**config.mk**
```make
export PLATFORM = sky130hd
export DESIGN_NAME = pnps_mul
export DESIGN_NICKNAME = d
export VERILOG_FILES = /design/src/rtl/pnps_pkg.sv /design/src/rtl/pnps_mul.sv
export SDC_FILE = /design/constraint.sdc
export NUM_CORES = 2
export LEC_CHECK = 0
export BUFFER_PORTS_ARGS = -buffer_cell sky130_fd_sc_hd__buf_4
export CORE_MARGIN = 1
export CORE_UTILIZATION = 51
export DETAILED_ROUTE_END_ITERATION = 12
export GPL_TIMING_DRIVEN = 0
export PLACE_DENSITY = 0.68
export SYNTH_ARGS = -nofsm -noshare
export SYNTH_HDL_FRONTEND = slang
export SYNTH_SLANG_ARGS = --single-unit
```
**constraint.sdc**
```tcl
create_clock -name clk -period 12.16 [get_ports clk]
set_input_delay 2.432 -clock clk [delete_from_list [all_inputs] [get_ports clk]]
set_output_delay 2.432 -clock clk [all_outputs]
set_load 0.05 [all_outputs]
```
**src/rtl/pnps_pkg.sv**
```systemverilog
package pnps_pkg;

  // Field widths.
  localparam int COORD_W       = 32;
  localparam int AXES          = 3;
  localparam int FRACTION_BITS = 16;
  localparam int FRAC_W        = FRACTION_BITS + 1;
  localparam int RECORD_W      = 20;
  localparam int MAX_RECORDS   = 1 << RECORD_W;
  localparam int DIST_W        = 63;

  // Datapath widths.
  localparam int DIFF_W    = COORD_W + 1;
  localparam int MUL_W     = COORD_W + 2;
  localparam int PROD_W    = 2 * MUL_W;
  localparam int ACC_W     = 2 * DIFF_W;
  localparam int ERR_W     = COORD_W + 3;
  localparam int DIV_CNT_W = $clog2(FRACTION_BITS);

  localparam logic [DIST_W-1:0] DIST_LIMIT = {DIST_W{1'b1}};
  localparam logic [FRAC_W-1:0] FRAC_ONE   = FRAC_W'(1) << FRACTION_BITS;

  // Stream payload widths.
  localparam int IN_FIELDS_W  = AXES * COORD_W + AXES;
  localparam int IN_DATA_W    = ((IN_FIELDS_W + 7) / 8) * 8;
  localparam int OUT_FIELDS_W = RECORD_W + FRAC_W + DIST_W;
  localparam int OUT_DATA_W   = ((OUT_FIELDS_W + 7) / 8) * 8;

  // Configuration port.
  localparam int CFG_ADDR_W = 2;
  localparam int CFG_DATA_W = COORD_W;

  localparam logic [CFG_ADDR_W-1:0] REG_QUERY_X    = 2'd0;
  localparam logic [CFG_ADDR_W-1:0] REG_QUERY_Y    = 2'd1;
  localparam logic [CFG_ADDR_W-1:0] REG_QUERY_Z    = 2'd2;
  localparam logic [CFG_ADDR_W-1:0] REG_QUERY_AXIS = 2'd3;

  typedef struct packed {
    logic busy;
    logic done;
  } div_status_t;

endpackage

```
**src/rtl/pnps_mul.sv**
```systemverilog
// Shared unsigned multiplier with a registered product.
module pnps_mul
  import pnps_pkg::*;
(
  input  logic              clk,
  input  logic              en,
  input  logic [MUL_W-1:0]  a,
  input  logic [MUL_W-1:0]  b,
  output logic [PROD_W-1:0] prod
);

  logic [PROD_W-1:0] prod_r;

  always_ff @(posedge clk) begin
    if (en) begin
      prod_r <= a * b;
    end
  end

  assign prod = prod_r;

endmodule

```
# Word-level counts from Yosys, hierarchy flattened
# Cells that the tools add are included.
# totals
reg_bits	68
latch_bits	0
ramBits	0
romBits	0
inputBits	70
output_inout_bits	68
word_cells	2
memories	0
# op_classes
add_sub_neg	0
multipliers	1
n_div	0
magnitude_cmp	0
n_eq_ne	0
n_shift	0
n_mux	0
n_bitwise	0
reduce_logical	0
# ops
operator	count
$mul 34x34->68	1

# Depth between registers and ports, before layout
# depth
depth_word	1
ltp_mapped	29
depth_no_buf	27

# Worst setup path after synthesis
# OpenSTA, ideal clock, no wires.
# synth_timing
path_type	input to register
from	input b[4]
to	register prod_r[66] (netlist: prod[66]) (data pin)
setup_time_ns	0.262
arrival_time_ns	8.974
required_ns	11.898
slack_ns	2.924
path_stages	27
n_path_buf	3
cell_sequence	clkbuf_1 clkbuf_1 nand2_1 fa_1 fa_1 inv_1 fa_1 inv_1 fa_1 fa_1 inv_1 fa_1 fa_1 inv_1 fa_1 inv_1 ha_1 buf_6 a21oi_1 o21ai_0 a211oi_2 nor2_1 o31ai_1 nor3_1 nor3_2 o21ai_1 xor2_1
# synth_via
elab_chain_len	1
# synth_lines
item	line_no	source
start, declared	pnps_mul.sv:8	input logic [MUL_W-1:0] b,
$mul 34x34->68	pnps_mul.sv:16	prod_r <= a * b;
end signal, assigned	pnps_mul.sv:16	
end, declared	pnps_mul.sv:12	logic [PROD_W-1:0] prod_r;
# Every way passes these cells.
# A chain may end at the register's enable or synchronous reset.

# Final worst setup path
# layout_timing
from	input b[27]
to	register prod_r[67] (netlist: prod[67]) (data pin)
# The elaborated chain is that of the path after synthesis.

==> flow_metrics.py <==
metrics = {
    "clocking": {
        "cts_setup_buffers": 0,
        "clock_path_buffers": 2,
        "cts-resized-gates": 0,
        "cts.sinks": 68,
        "cts_buffers": 9,
        "ctsHoldBuffers": 0,
        "cts_tree": "built",
        "h-tree-depth": 3,
        "cts_root_buf": "clkbuf_16",
        "path_clk_slew_ps": 60,
    },
    "global_route": {
        "grt_usage": 0.3874,
        "grt_pass1_wl_mm": 212.7,
        "antenna_found_initial": 13,
        "grt_overflow": 0,
        "grt_start_max_net_pins": 69,
        "grt_pass1_vias": 32080,
    },
    "die": {
        "coreArea_um2": 76200,
        "die_y_um": 280.1,
        "dieArea_um2": 78440,
        "initial_core_util": 0.5175,
        "io_pins": 138,
        "fp.dieW_um": 280.1,
        "core.rowCount": 101,
    },
    "synth": {
        "synth_adder_area_share": 0.6079,
        "synth-seq-area-share": 0.05178,
        "synth.most_common_cell": "inv_1",
        "synthArstFlopShare": 0,
        "synth_compound_area_frac": 0.03665,
        "synth-edff-count": 68,
        "synth_area_um2": 39440,
        "synthXorXnorAreaFrac": 0.01466,
        "synth_flop_cell": "edfxtp_1",
        "synth_top_area_frac": 0.5178,
        "synthTopCellsByArea": "fa_1, inv_1, ha_1",
        "yosys.area.top_type": "fa_1",
        "synthSimpleGateAreaFrac": 0.1663,
        "synth_top_family_by_area": "adder cells",
        "avgSynthCellArea_um2": 9.199,
        "yosys_warnings": 0,
        "syn_inst": 4287,
        "synth-seq-cells": 68,
        "yosysUniqueCellTypes": 65,
        "synth_mux_area_frac": 0.0002538,
        "synth.top_cells.by_count": "inv_1, fa_1, nand2_1, and2_1, ha_1",
        "syn_nets": 5661,
    },
    "min_path": {
        "min_from": "b[0]",
        "hold_path_depth": 2,
        "hp-class": "primary input to flip-flop",
        "min_to": "prod[0]",
    },
    "detailed_routing": {
        "routed_wl_mm": 146.6,
        "first_pass_iters": 5,
        "wire_per_inst_um": 26.82,
        "final_antenna_net_count": 0,
        "remaining_drc_errors": 0,
        "dr_total_vias": 30871,
        "via_per_inst": 5.648,
        "initialDrtViolationCount": 2540,
    },
    "setup_path": {
        "worstPathRequired_ps": 12250,
        "end_kind": "flip-flop",
        "start_kind": "primary input",
        "worstSetupPathType": "primary input to flip-flop",
        "crit_arrival_ps": 11290,
        "path_max_fanout": 10,
    },
    "timing": {
        "period_needed_ps": 11200,
        "period_share": 0.9213,
        "setup-tns-final_ps": 0,
        "setup_viol": 0,
        "maxSlewViolCount": 0,
        "worst_pin_slew_ps": 1410,
        "fmax_mhz": 89.26,
        "maxSlewHeadroom": 0.05998,
        "grt_setup_unrepaired": "no",
        "finalHoldViolCount": 0,
    },
    "place": {
        "place_congestion": 1.085,
        "io_buffer_count": 131,
        "hpwl_mm": 125.3,
    },
    "outcome": {
        "status": "finished clean",
    },
    "layout": {
        "area_delta_synth_final_pct": 6.441,
        "drive_above_1_share": 0.04151,
        "nNetsFinal": 5803,
        "largest_reg_flops": 68,
    },
    "job": {
        "cap_viol_max_count": 0,
    },
}
per-layer routing:
layer	track usage	wire length, um
met4	0.3204	15350
met1	0.4646	50310
met3	0.09260	15040
met5	0.01251	217
met2	0.5929	65680
cells in the final DEF (no fill, tap or decap), drive strengths merged, types with 2 or more instances in the layout:
cell type / Yosys / layout
fa: 1020 / 1020
a311oi: 3 / 3
a221o: 2 / 2
nor2b: 6 / 6
and3: 4 / 4
xnor2: 43 / 43
o211ai: 4 / 4
nand2: 729 / 729
nand3b: 3 / 3
o21a: 3 / 3
nor2: 54 / 54
ha: 284 / 284
buf: 18 / 149
clkinv: 0 / 4
or2: 3 / 3
nand2b: 4 / 4
inv: 1029 / 1029
nand3: 8 / 8
a21oi: 82 / 82
diode: 0 / 3
and4: 2 / 2
a211oi: 10 / 10
and2: 504 / 504
xor2: 23 / 23
a21o: 22 / 22
or3: 3 / 3
o21ai: 61 / 61
clkbuf: 216 / 227
a21boi: 2 / 2
o21bai: 13 / 13
edfxtp: 68 / 68
a41oi: 4 / 4
o31ai: 5 / 5
nand4: 21 / 21
nor4: 3 / 3
nor3: 14 / 14
a31oi: 8 / 8
cell families after synthesis:
family / after synthesis
AO/OA/AOI/OAI: 226
flip-flops: 68
adder cells (fa/ha/maj): 1304
XOR/XNOR: 66
buffers and inverters: 1263
multiplexers: 1
AND/OR/NAND/NOR: 1359
stage by stage:
step	utilization	instance area, um2	instances	hold WS [ps]	worst slack (ps)
2_1_floorplan	-	39440	4287	2545	2924
3_3_place_gp	0.5473	41710	5448	2801	1001
3_5_place_dp	0.5473	41710	5448	2805	1002
4_1_cts	0.5507	41970	5463	2440	1347
5_1_grt	0.5508	41970	5464	2455	854.8
6_report	0.5508	41980	5466	2451	956.8
how the worst max path moves through the flow:
stage | startpoint | endpoint | slack, ps | depth (start not counted)
floorplan | b[4] | prod[66] | 2920 | 27
global placement | b[27] | prod[66] | 1000 | 27
detailed placement | b[27] | prod[66] | 1000 | 27
CTS | b[27] | prod[66] | 1350 | 27
global route | b[27] | prod[67] | 850 | 27
finish | b[27] | prod[67] | 960 | 27
layout make-up:
type                       instances  area, um2
fill                            7221      34230
clock buffer                      11      232.7
antenna                            3      7.507
buffer                           234      965.9
multi-input combinational       2956      32570
timing repair buffer             131      983.4
tap                             1030       1289
inverter                        1029       3862
clock inverter                     4      27.53
sequential                        68       2042
critical path, cell delays in order:
cell and delay [ps]:
clkbuf_1 760, clkbuf_1 840, nand2_1 150, fa_1 520, inv_1 50, fa_1 490
inv_1 50, fa_1 530, inv_1 50, fa_1 450, fa_1 580, fa_1 540
fa_1 520, inv_1 60, fa_1 550, inv_1 70, ha_1 270, buf_2 190
nand4_1 160, nor4_1 540, nand2_1 110, a211oi_1 210, a31oi_1 190, a21oi_2 390
a31oi_2 250, o21ai_1 210, xnor2_1 110
Power is not shown: default switching activity piles up to over one toggle a cycle in this logic, so the estimate is an artifact.
