==> src/rtl/pnps_pkg.sv <==
package pnps_pkg;

  // Field widths.
  localparam int COORD_W       = 32;
  localparam int AXES          = 3;
  localparam int FRACTION_BITS = 16;
  localparam int FRAC_W        = FRACTION_BITS + 1;
  localparam int RECORD_W      = 20;
  localparam int MAX_RECORDS   = 1 << RECORD_W;
  localparam int DIST_W        = 63;

  // Datapath widths.
  localparam int DIFF_W    = COORD_W + 1;
  localparam int MUL_W     = COORD_W + 2;
  localparam int PROD_W    = 2 * MUL_W;
  localparam int ACC_W     = 2 * DIFF_W;
  localparam int ERR_W     = COORD_W + 3;
  localparam int DIV_CNT_W = $clog2(FRACTION_BITS);

  localparam logic [DIST_W-1:0] DIST_LIMIT = {DIST_W{1'b1}};
  localparam logic [FRAC_W-1:0] FRAC_ONE   = FRAC_W'(1) << FRACTION_BITS;

  // Stream payload widths.
  localparam int IN_FIELDS_W  = AXES * COORD_W + AXES;
  localparam int IN_DATA_W    = ((IN_FIELDS_W + 7) / 8) * 8;
  localparam int OUT_FIELDS_W = RECORD_W + FRAC_W + DIST_W;
  localparam int OUT_DATA_W   = ((OUT_FIELDS_W + 7) / 8) * 8;

  // Configuration port.
  localparam int CFG_ADDR_W = 2;
  localparam int CFG_DATA_W = COORD_W;

  localparam logic [CFG_ADDR_W-1:0] REG_QUERY_X    = 2'd0;
  localparam logic [CFG_ADDR_W-1:0] REG_QUERY_Y    = 2'd1;
  localparam logic [CFG_ADDR_W-1:0] REG_QUERY_Z    = 2'd2;
  localparam logic [CFG_ADDR_W-1:0] REG_QUERY_AXIS = 2'd3;

  typedef struct packed {
    logic busy;
    logic done;
  } div_status_t;

endpackage

==> src/rtl/pnps_div.sv <==
// Radix-2 restoring divider for the projection fraction. The numerator is
// below the denominator, so the quotient is purely fractional; one bit is
// produced per cycle.
module pnps_div
  import pnps_pkg::*;
(
  input  logic                     clk,
  input  logic                     rst_n,
  input  logic                     start,
  input  logic [ACC_W-1:0]         num,
  input  logic [ACC_W-1:0]         den,
  output div_status_t              st,
  output logic [FRACTION_BITS-1:0] quot
);

  logic [ACC_W-1:0]         rem_r;
  logic [ACC_W-1:0]         den_r;
  logic [FRACTION_BITS-1:0] quot_r;
  logic [DIV_CNT_W-1:0]     cnt_r;
  logic                     busy_r;
  logic                     done_r;

  logic [ACC_W:0] shifted;
  logic [ACC_W:0] diff;
  logic           ge;

  always_comb begin
    shifted = {rem_r, 1'b0};
    ge      = shifted >= {1'b0, den_r};
    diff    = shifted - {1'b0, den_r};
  end

  always_ff @(posedge clk) begin
    if (!rst_n) begin
      busy_r <= 1'b0;
      done_r <= 1'b0;
      cnt_r  <= '0;
    end else begin
      done_r <= 1'b0;
      if (start) begin
        busy_r <= 1'b1;
        cnt_r  <= DIV_CNT_W'(FRACTION_BITS - 1);
      end else if (busy_r) begin
        cnt_r <= cnt_r - 1'b1;
        if (cnt_r == '0) begin
          busy_r <= 1'b0;
          done_r <= 1'b1;
        end
      end
    end
  end

  always_ff @(posedge clk) begin
    if (start) begin
      rem_r  <= num;
      den_r  <= den;
      quot_r <= '0;
    end else if (busy_r) begin
      rem_r  <= ge ? diff[ACC_W-1:0] : shifted[ACC_W-1:0];
      quot_r <= {quot_r[FRACTION_BITS-2:0], ge};
    end
  end

  assign st.busy = busy_r;
  assign st.done = done_r;
  assign quot    = quot_r;

endmodule

==> config.mk <==
export PLATFORM = sky130hd
export DESIGN_NAME = pnps_div
export DESIGN_NICKNAME = d
export VERILOG_FILES = /design/src/rtl/pnps_pkg.sv /design/src/rtl/pnps_div.sv
export SDC_FILE = /design/constraint.sdc
export NUM_CORES = 1
export LEC_CHECK = 0
export ABC_AREA = 1
export BUFFER_PORTS_ARGS = -buffer_cell sky130_fd_sc_hd__buf_2
export CAP_MARGIN = 20
export CELL_PAD_IN_SITES_DETAIL_PLACEMENT = 0
export CELL_PAD_IN_SITES_GLOBAL_PLACEMENT = 1
export CORE_ASPECT_RATIO = 1.5
export CORE_MARGIN = 2
export CORE_UTILIZATION = 29
export CTS_CLUSTER_SIZE = 16
export DETAILED_ROUTE_END_ITERATION = 8
export GPL_ROUTABILITY_DRIVEN = 0
export PLACE_DENSITY_LB_ADDON = 0.1
export REMOVE_ABC_BUFFERS = 1
export SYNTH_ARGS = -nofsm -noshare
export SYNTH_HDL_FRONTEND = slang
export SYNTH_SLANG_ARGS = --single-unit
export TNS_END_PERCENT = 5
==> constraint.sdc <==
create_clock -name clk -period 8.8 [get_ports clk]
set_input_delay 1.76 -clock clk [delete_from_list [all_inputs] [get_ports clk]]
set_output_delay 1.76 -clock clk [all_outputs]
set_load 0.01 [all_outputs]
== Word level (Yosys, flattened, before mapping) ==
Cells that the tools add are included.
Word-level totals
  bits in registers: 154
  output and inout bits: 18
  input port bits: 135
  word-level logic and storage cells: 23
Cells by class
  multiplexer cells: 9
  order comparisons: 1
  reduce and logical (&&, ||, !) cells: 3
  $add $sub $neg: 2
  bitwise logic cells: 2
Operators with widths (number)
  $mux W66: 3
  $ge A67 B66 Y1: 1
  $sub A66 B66 Y66: 1
  $mux W4: 2
  $logic_not A4 Y1: 1
  $mux W1: 4
  $sub A4 B1 Y4 const B: 1
  $reduce_or A3 Y1: 1
  $not A1 Y1: 2
  $reduce_bool A2 Y1: 1

== Longest topological paths before layout ==
  word-level depth: 4
  mapped depth: 19
  depth with buffers taken out: 19

== Worst setup path after synthesis ==
No wires, ideal clock.
  kind: input to register
  start point: in start
  end point: reg rem_r[0] (enable)
  path slack: 4.152 ns
  path buffers: 2
  library setup time: 0.456 ns
  arrival: 4.192 ns
  cell stages on the path: 4
  data required time: 8.344 ns
  cell sequence: clkbuf_1 -> nor2_1 -> clkinv_1 -> buf_1
Between the ends
  cells in the longest elaborated chain, start to end: 1
RTL lines
  start: declaration: line pnps_div.sv:9  | input logic start,
  $reduce_bool A2 Y1 (no source line)
  end signal: assignment: line pnps_div.sv:55  | rem_r <= num;
  end signal: assignment: line pnps_div.sv:59  | rem_r <= ge ? diff[ACC_W-1:0] : shifted[ACC_W-1:0];
  end: declaration: line pnps_div.sv:16  | logic [ACC_W-1:0] rem_r;
No other way between the ends.
A chain may end at the register's enable or synchronous reset.

== Worst setup path in the final report ==
  start point: reg den_r[0]
  end point: reg rem_r[56], data pin
Between the ends
  cells in the longest elaborated chain, start to end: 4
  elaborated cells on any way between the ends: 5
  classes of those cells: add/sub (1); order compare (1); mux (3)
RTL lines
  start: declaration: line pnps_div.sv:17  | logic [ACC_W-1:0] den_r;
  start signal: assignment: line pnps_div.sv:56  | den_r <= den;
  $sub A66 B66 Y66 / $ge A67 B66 Y1 (equally long branches): line pnps_div.sv:30, pnps_div.sv:29
  $mux W66 *: line pnps_div.sv:59
  $mux W66 *: line pnps_div.sv:58  | end else if (busy_r) begin
  $mux W66 *: line pnps_div.sv:54  | if (start) begin
Every way passes the cells marked *; elsewhere a longest branch is shown, timed or not. The select of a mux whose other input is x is not followed.

==> results_dict.tcl <==
set metrics [dict create \
    area_growth_pct 14.89 \
    row_count 94 \
    die_w_um 176.1 \
    netlist_area_um2 12880 \
    layout.nets 2298 \
    crit_family "simple AND/OR/NAND/NOR gates" \
    peakVddDrop_uv 154.7 \
    nFillCells 4952 \
    synth_top_cell_by_area "edfxtp_1" \
    rsz0062_at_grt "no" \
    cp_slowest_cell "fa_1" \
    vias 11860 \
    yosysSeqAreaShare_pct 34.19 \
    drtAntennaViolNets 0 \
    p_leak_nw 7.933 \
    grt_pass1_wl_um 67340 \
    synthFlopType "edfxtp_1" \
    synth-async-reset-ratio_pct 0 \
    ios 153 \
    finalInstanceArea_um2 14800 \
    crit_fanout 6 \
    tightest_slew_ns 0.8879 \
    avgRoutedWirePerCell_um 15.98 \
    cts.path.max_buffers 2 \
    drc 0 \
    setup_violations 0 \
    hold_violations 0 \
    drt_iter0_drc 575 \
    netlist_top_cells_count "nand2_1, inv_1, edfxtp_1" \
    ctsHoldBuffers 0 \
    p_per_area_nw_per_um2 232.7 \
    start_util_pct 29.36 \
    synth_area_leaders "edfxtp_1, nand2_1, inv_1" \
    grt_util_all_layers_pct 19.15 \
    dpl_cell_area_um2 14120 \
    port_buffers 152 \
    arrival_ns 3.54 \
    crit_start "den_r[0]$_DFFE_PP_" \
    fp.dieArea_um2 46150 \
    drv_slew 0 \
    synth_cell_types 42 \
    drive_above_1_share_pct 10.53 \
    seq_area_um2 4404 \
    finalSetupTns_ns 0 \
    cts.repair.resized 0 \
    multi_input_area_um2 6716 \
    cts_tree "built" \
    cp.required_ns 9.02 \
    cts_max_level 4 \
    finalCritPeriodShare_pct 37.67 \
    min_path_type "register to register" \
    synth_warnings 0 \
    outcome "finished clean" \
    setup.worst_path.class "register to register" \
    slew-limit-headroom_pct 40.80 \
    synth.top_cell.area_share_pct 30.78 \
    reg2reg_from "den_r[0]$_DFFE_PP_" \
    fmax_mhz 301.7 \
    cts_root_buf "clkbuf_16" \
    drt-pass1-iter-count 6 \
    skew_ns 0.01241 \
    grt_max_degree 84 \
    grt_antenna_before_repair 0 \
    routed_wl_um 42890 \
    vias_per_cell 4.420 \
    hpwlAfterDp_um 34820 \
    post-route-min-period_ns 3.315 \
    hp-start "cnt_r[0]$_SDFFE_PN0P_" \
    synth_edf_count 132 \
    yosysMostFrequentCell "nand2_1" \
    clkTransAtPathRegs_ns 0.07 \
    post_cts_buffers 0 \
    grt-ovfl-total 0 \
    critPathCaptureType "register" \
    die_h_um 262.1 \
    numCtsBuffers 17 \
    grt_pass1_vias 12410 \
    cp-start-kind "register" \
    yosys_register_bits 154 \
    n_antenna_cell 0 \
    syn_inst 1958 \
    drv_cap 0 \
    clk_latency_ns 0.47 \
    slowest_delay_ns 0.58 \
    avgSynthCellArea_um2 6.578 \
    path_buf_inv 1 \
    crit_path_cell_trace "inv_1, fa_1, nand3_1, nand3_1, nand2_1, nand2_1, nand2_1, nand3_1, nand2_1, nand4_1, nand2_1, nand2_1, nand3_1, nand2_1" \
    crit_top_cell "nand2_1" \
    cts_sinks 154 \
    coreArea_um2 43870 \
]
cells by family after synthesis:
kind of cell | share of synthesized area, %
AOI/OAI and AO/OA | 4.323
xor gates and xnor gates | 2.652
adders and majority gates | 6.664
buffers and inverters | 13.70
DFF | 34.19
and+or+nand+nor | 38.47
through the flow:
stage	std cells	hold slack (ns)	setup slack (ns)	utilization (%)	total power, mW
4_1_cts	2683	0.4820	5.388	33.67	3.503
5_1_grt	2684	0.5153	5.217	33.73	3.743
3_3_place_gp	2651	0.4604	5.006	32.19	2.663
6_report	2684	0.4786	5.485	33.73	3.444
2_1_floorplan	1918	0.4431	4.594	-	2.117
3_5_place_dp	2651	0.4639	4.868	32.19	2.661
final timing paths:
| path | to | slack [ns] | cells past startpoint |
|---|---|---|---|
| worst max-delay path | rem_r[56]$_DFFE_PP_ | 5.49 | 14 |
| worst max register to register | rem_r[56]$_DFFE_PP_ | 5.49 | 14 |
| worst min-delay path | cnt_r[0]$_SDFFE_PN0P_ | 0.48 | 1 |
| worst min register to register | cnt_r[0]$_SDFFE_PN0P_ | 0.48 | 1 |
layout by cell type (no fill, tap or decap), types with 11 or more instances in the layout:
cell type / n
a21oi_1: 59
edfxtp_1: 132
nand2_1: 793
nor2_2: 11
nand3b_1: 81
ha_1: 67
nor2_1: 120
clkbuf_16: 21
inv_1: 389
dfxtp_1: 22
o21ai_0: 21
nand3_1: 118
o22ai_1: 14
buf_2: 151
xnor2_1: 39
sequential cells by signal (all words and copies together), names as in the netlist:
register  count
busy_r        1
cnt_r         4
den_r        66
done_r        1
quot         16
rem_r        66
layout make-up:
class	count	area share [%]
clock buffer	22	3.577
clock inverter	10	0.8117
inverter	394	9.994
multi-input combinational	1370	45.39
sequential	154	29.76
tap	576	4.870
timing repair buffer	158	5.597
power by group:
group	switching, mW	total (mW)	internal, mW
Combinational	1.10	1.65	0.550
Sequential	0.0472	0.972	0.925
Clock	0.330	0.818	0.488
routing by layer:
metal | share of wire (%) | wire [um] | vias up | GRT usage (%)
li1 | - | - | 6303 | -
met1 | 43 | 18540 | 5293 | 22.41
met2 | 50 | 21650 | 221 | 35.08
met3 | 3.4 | 1469 | 47 | 2.677
met4 | 2.9 | 1224 | 0 | 7.553
met5 | 0 | 0 | - | 0
No activity file was read; power rests on OpenSTA's default activity.
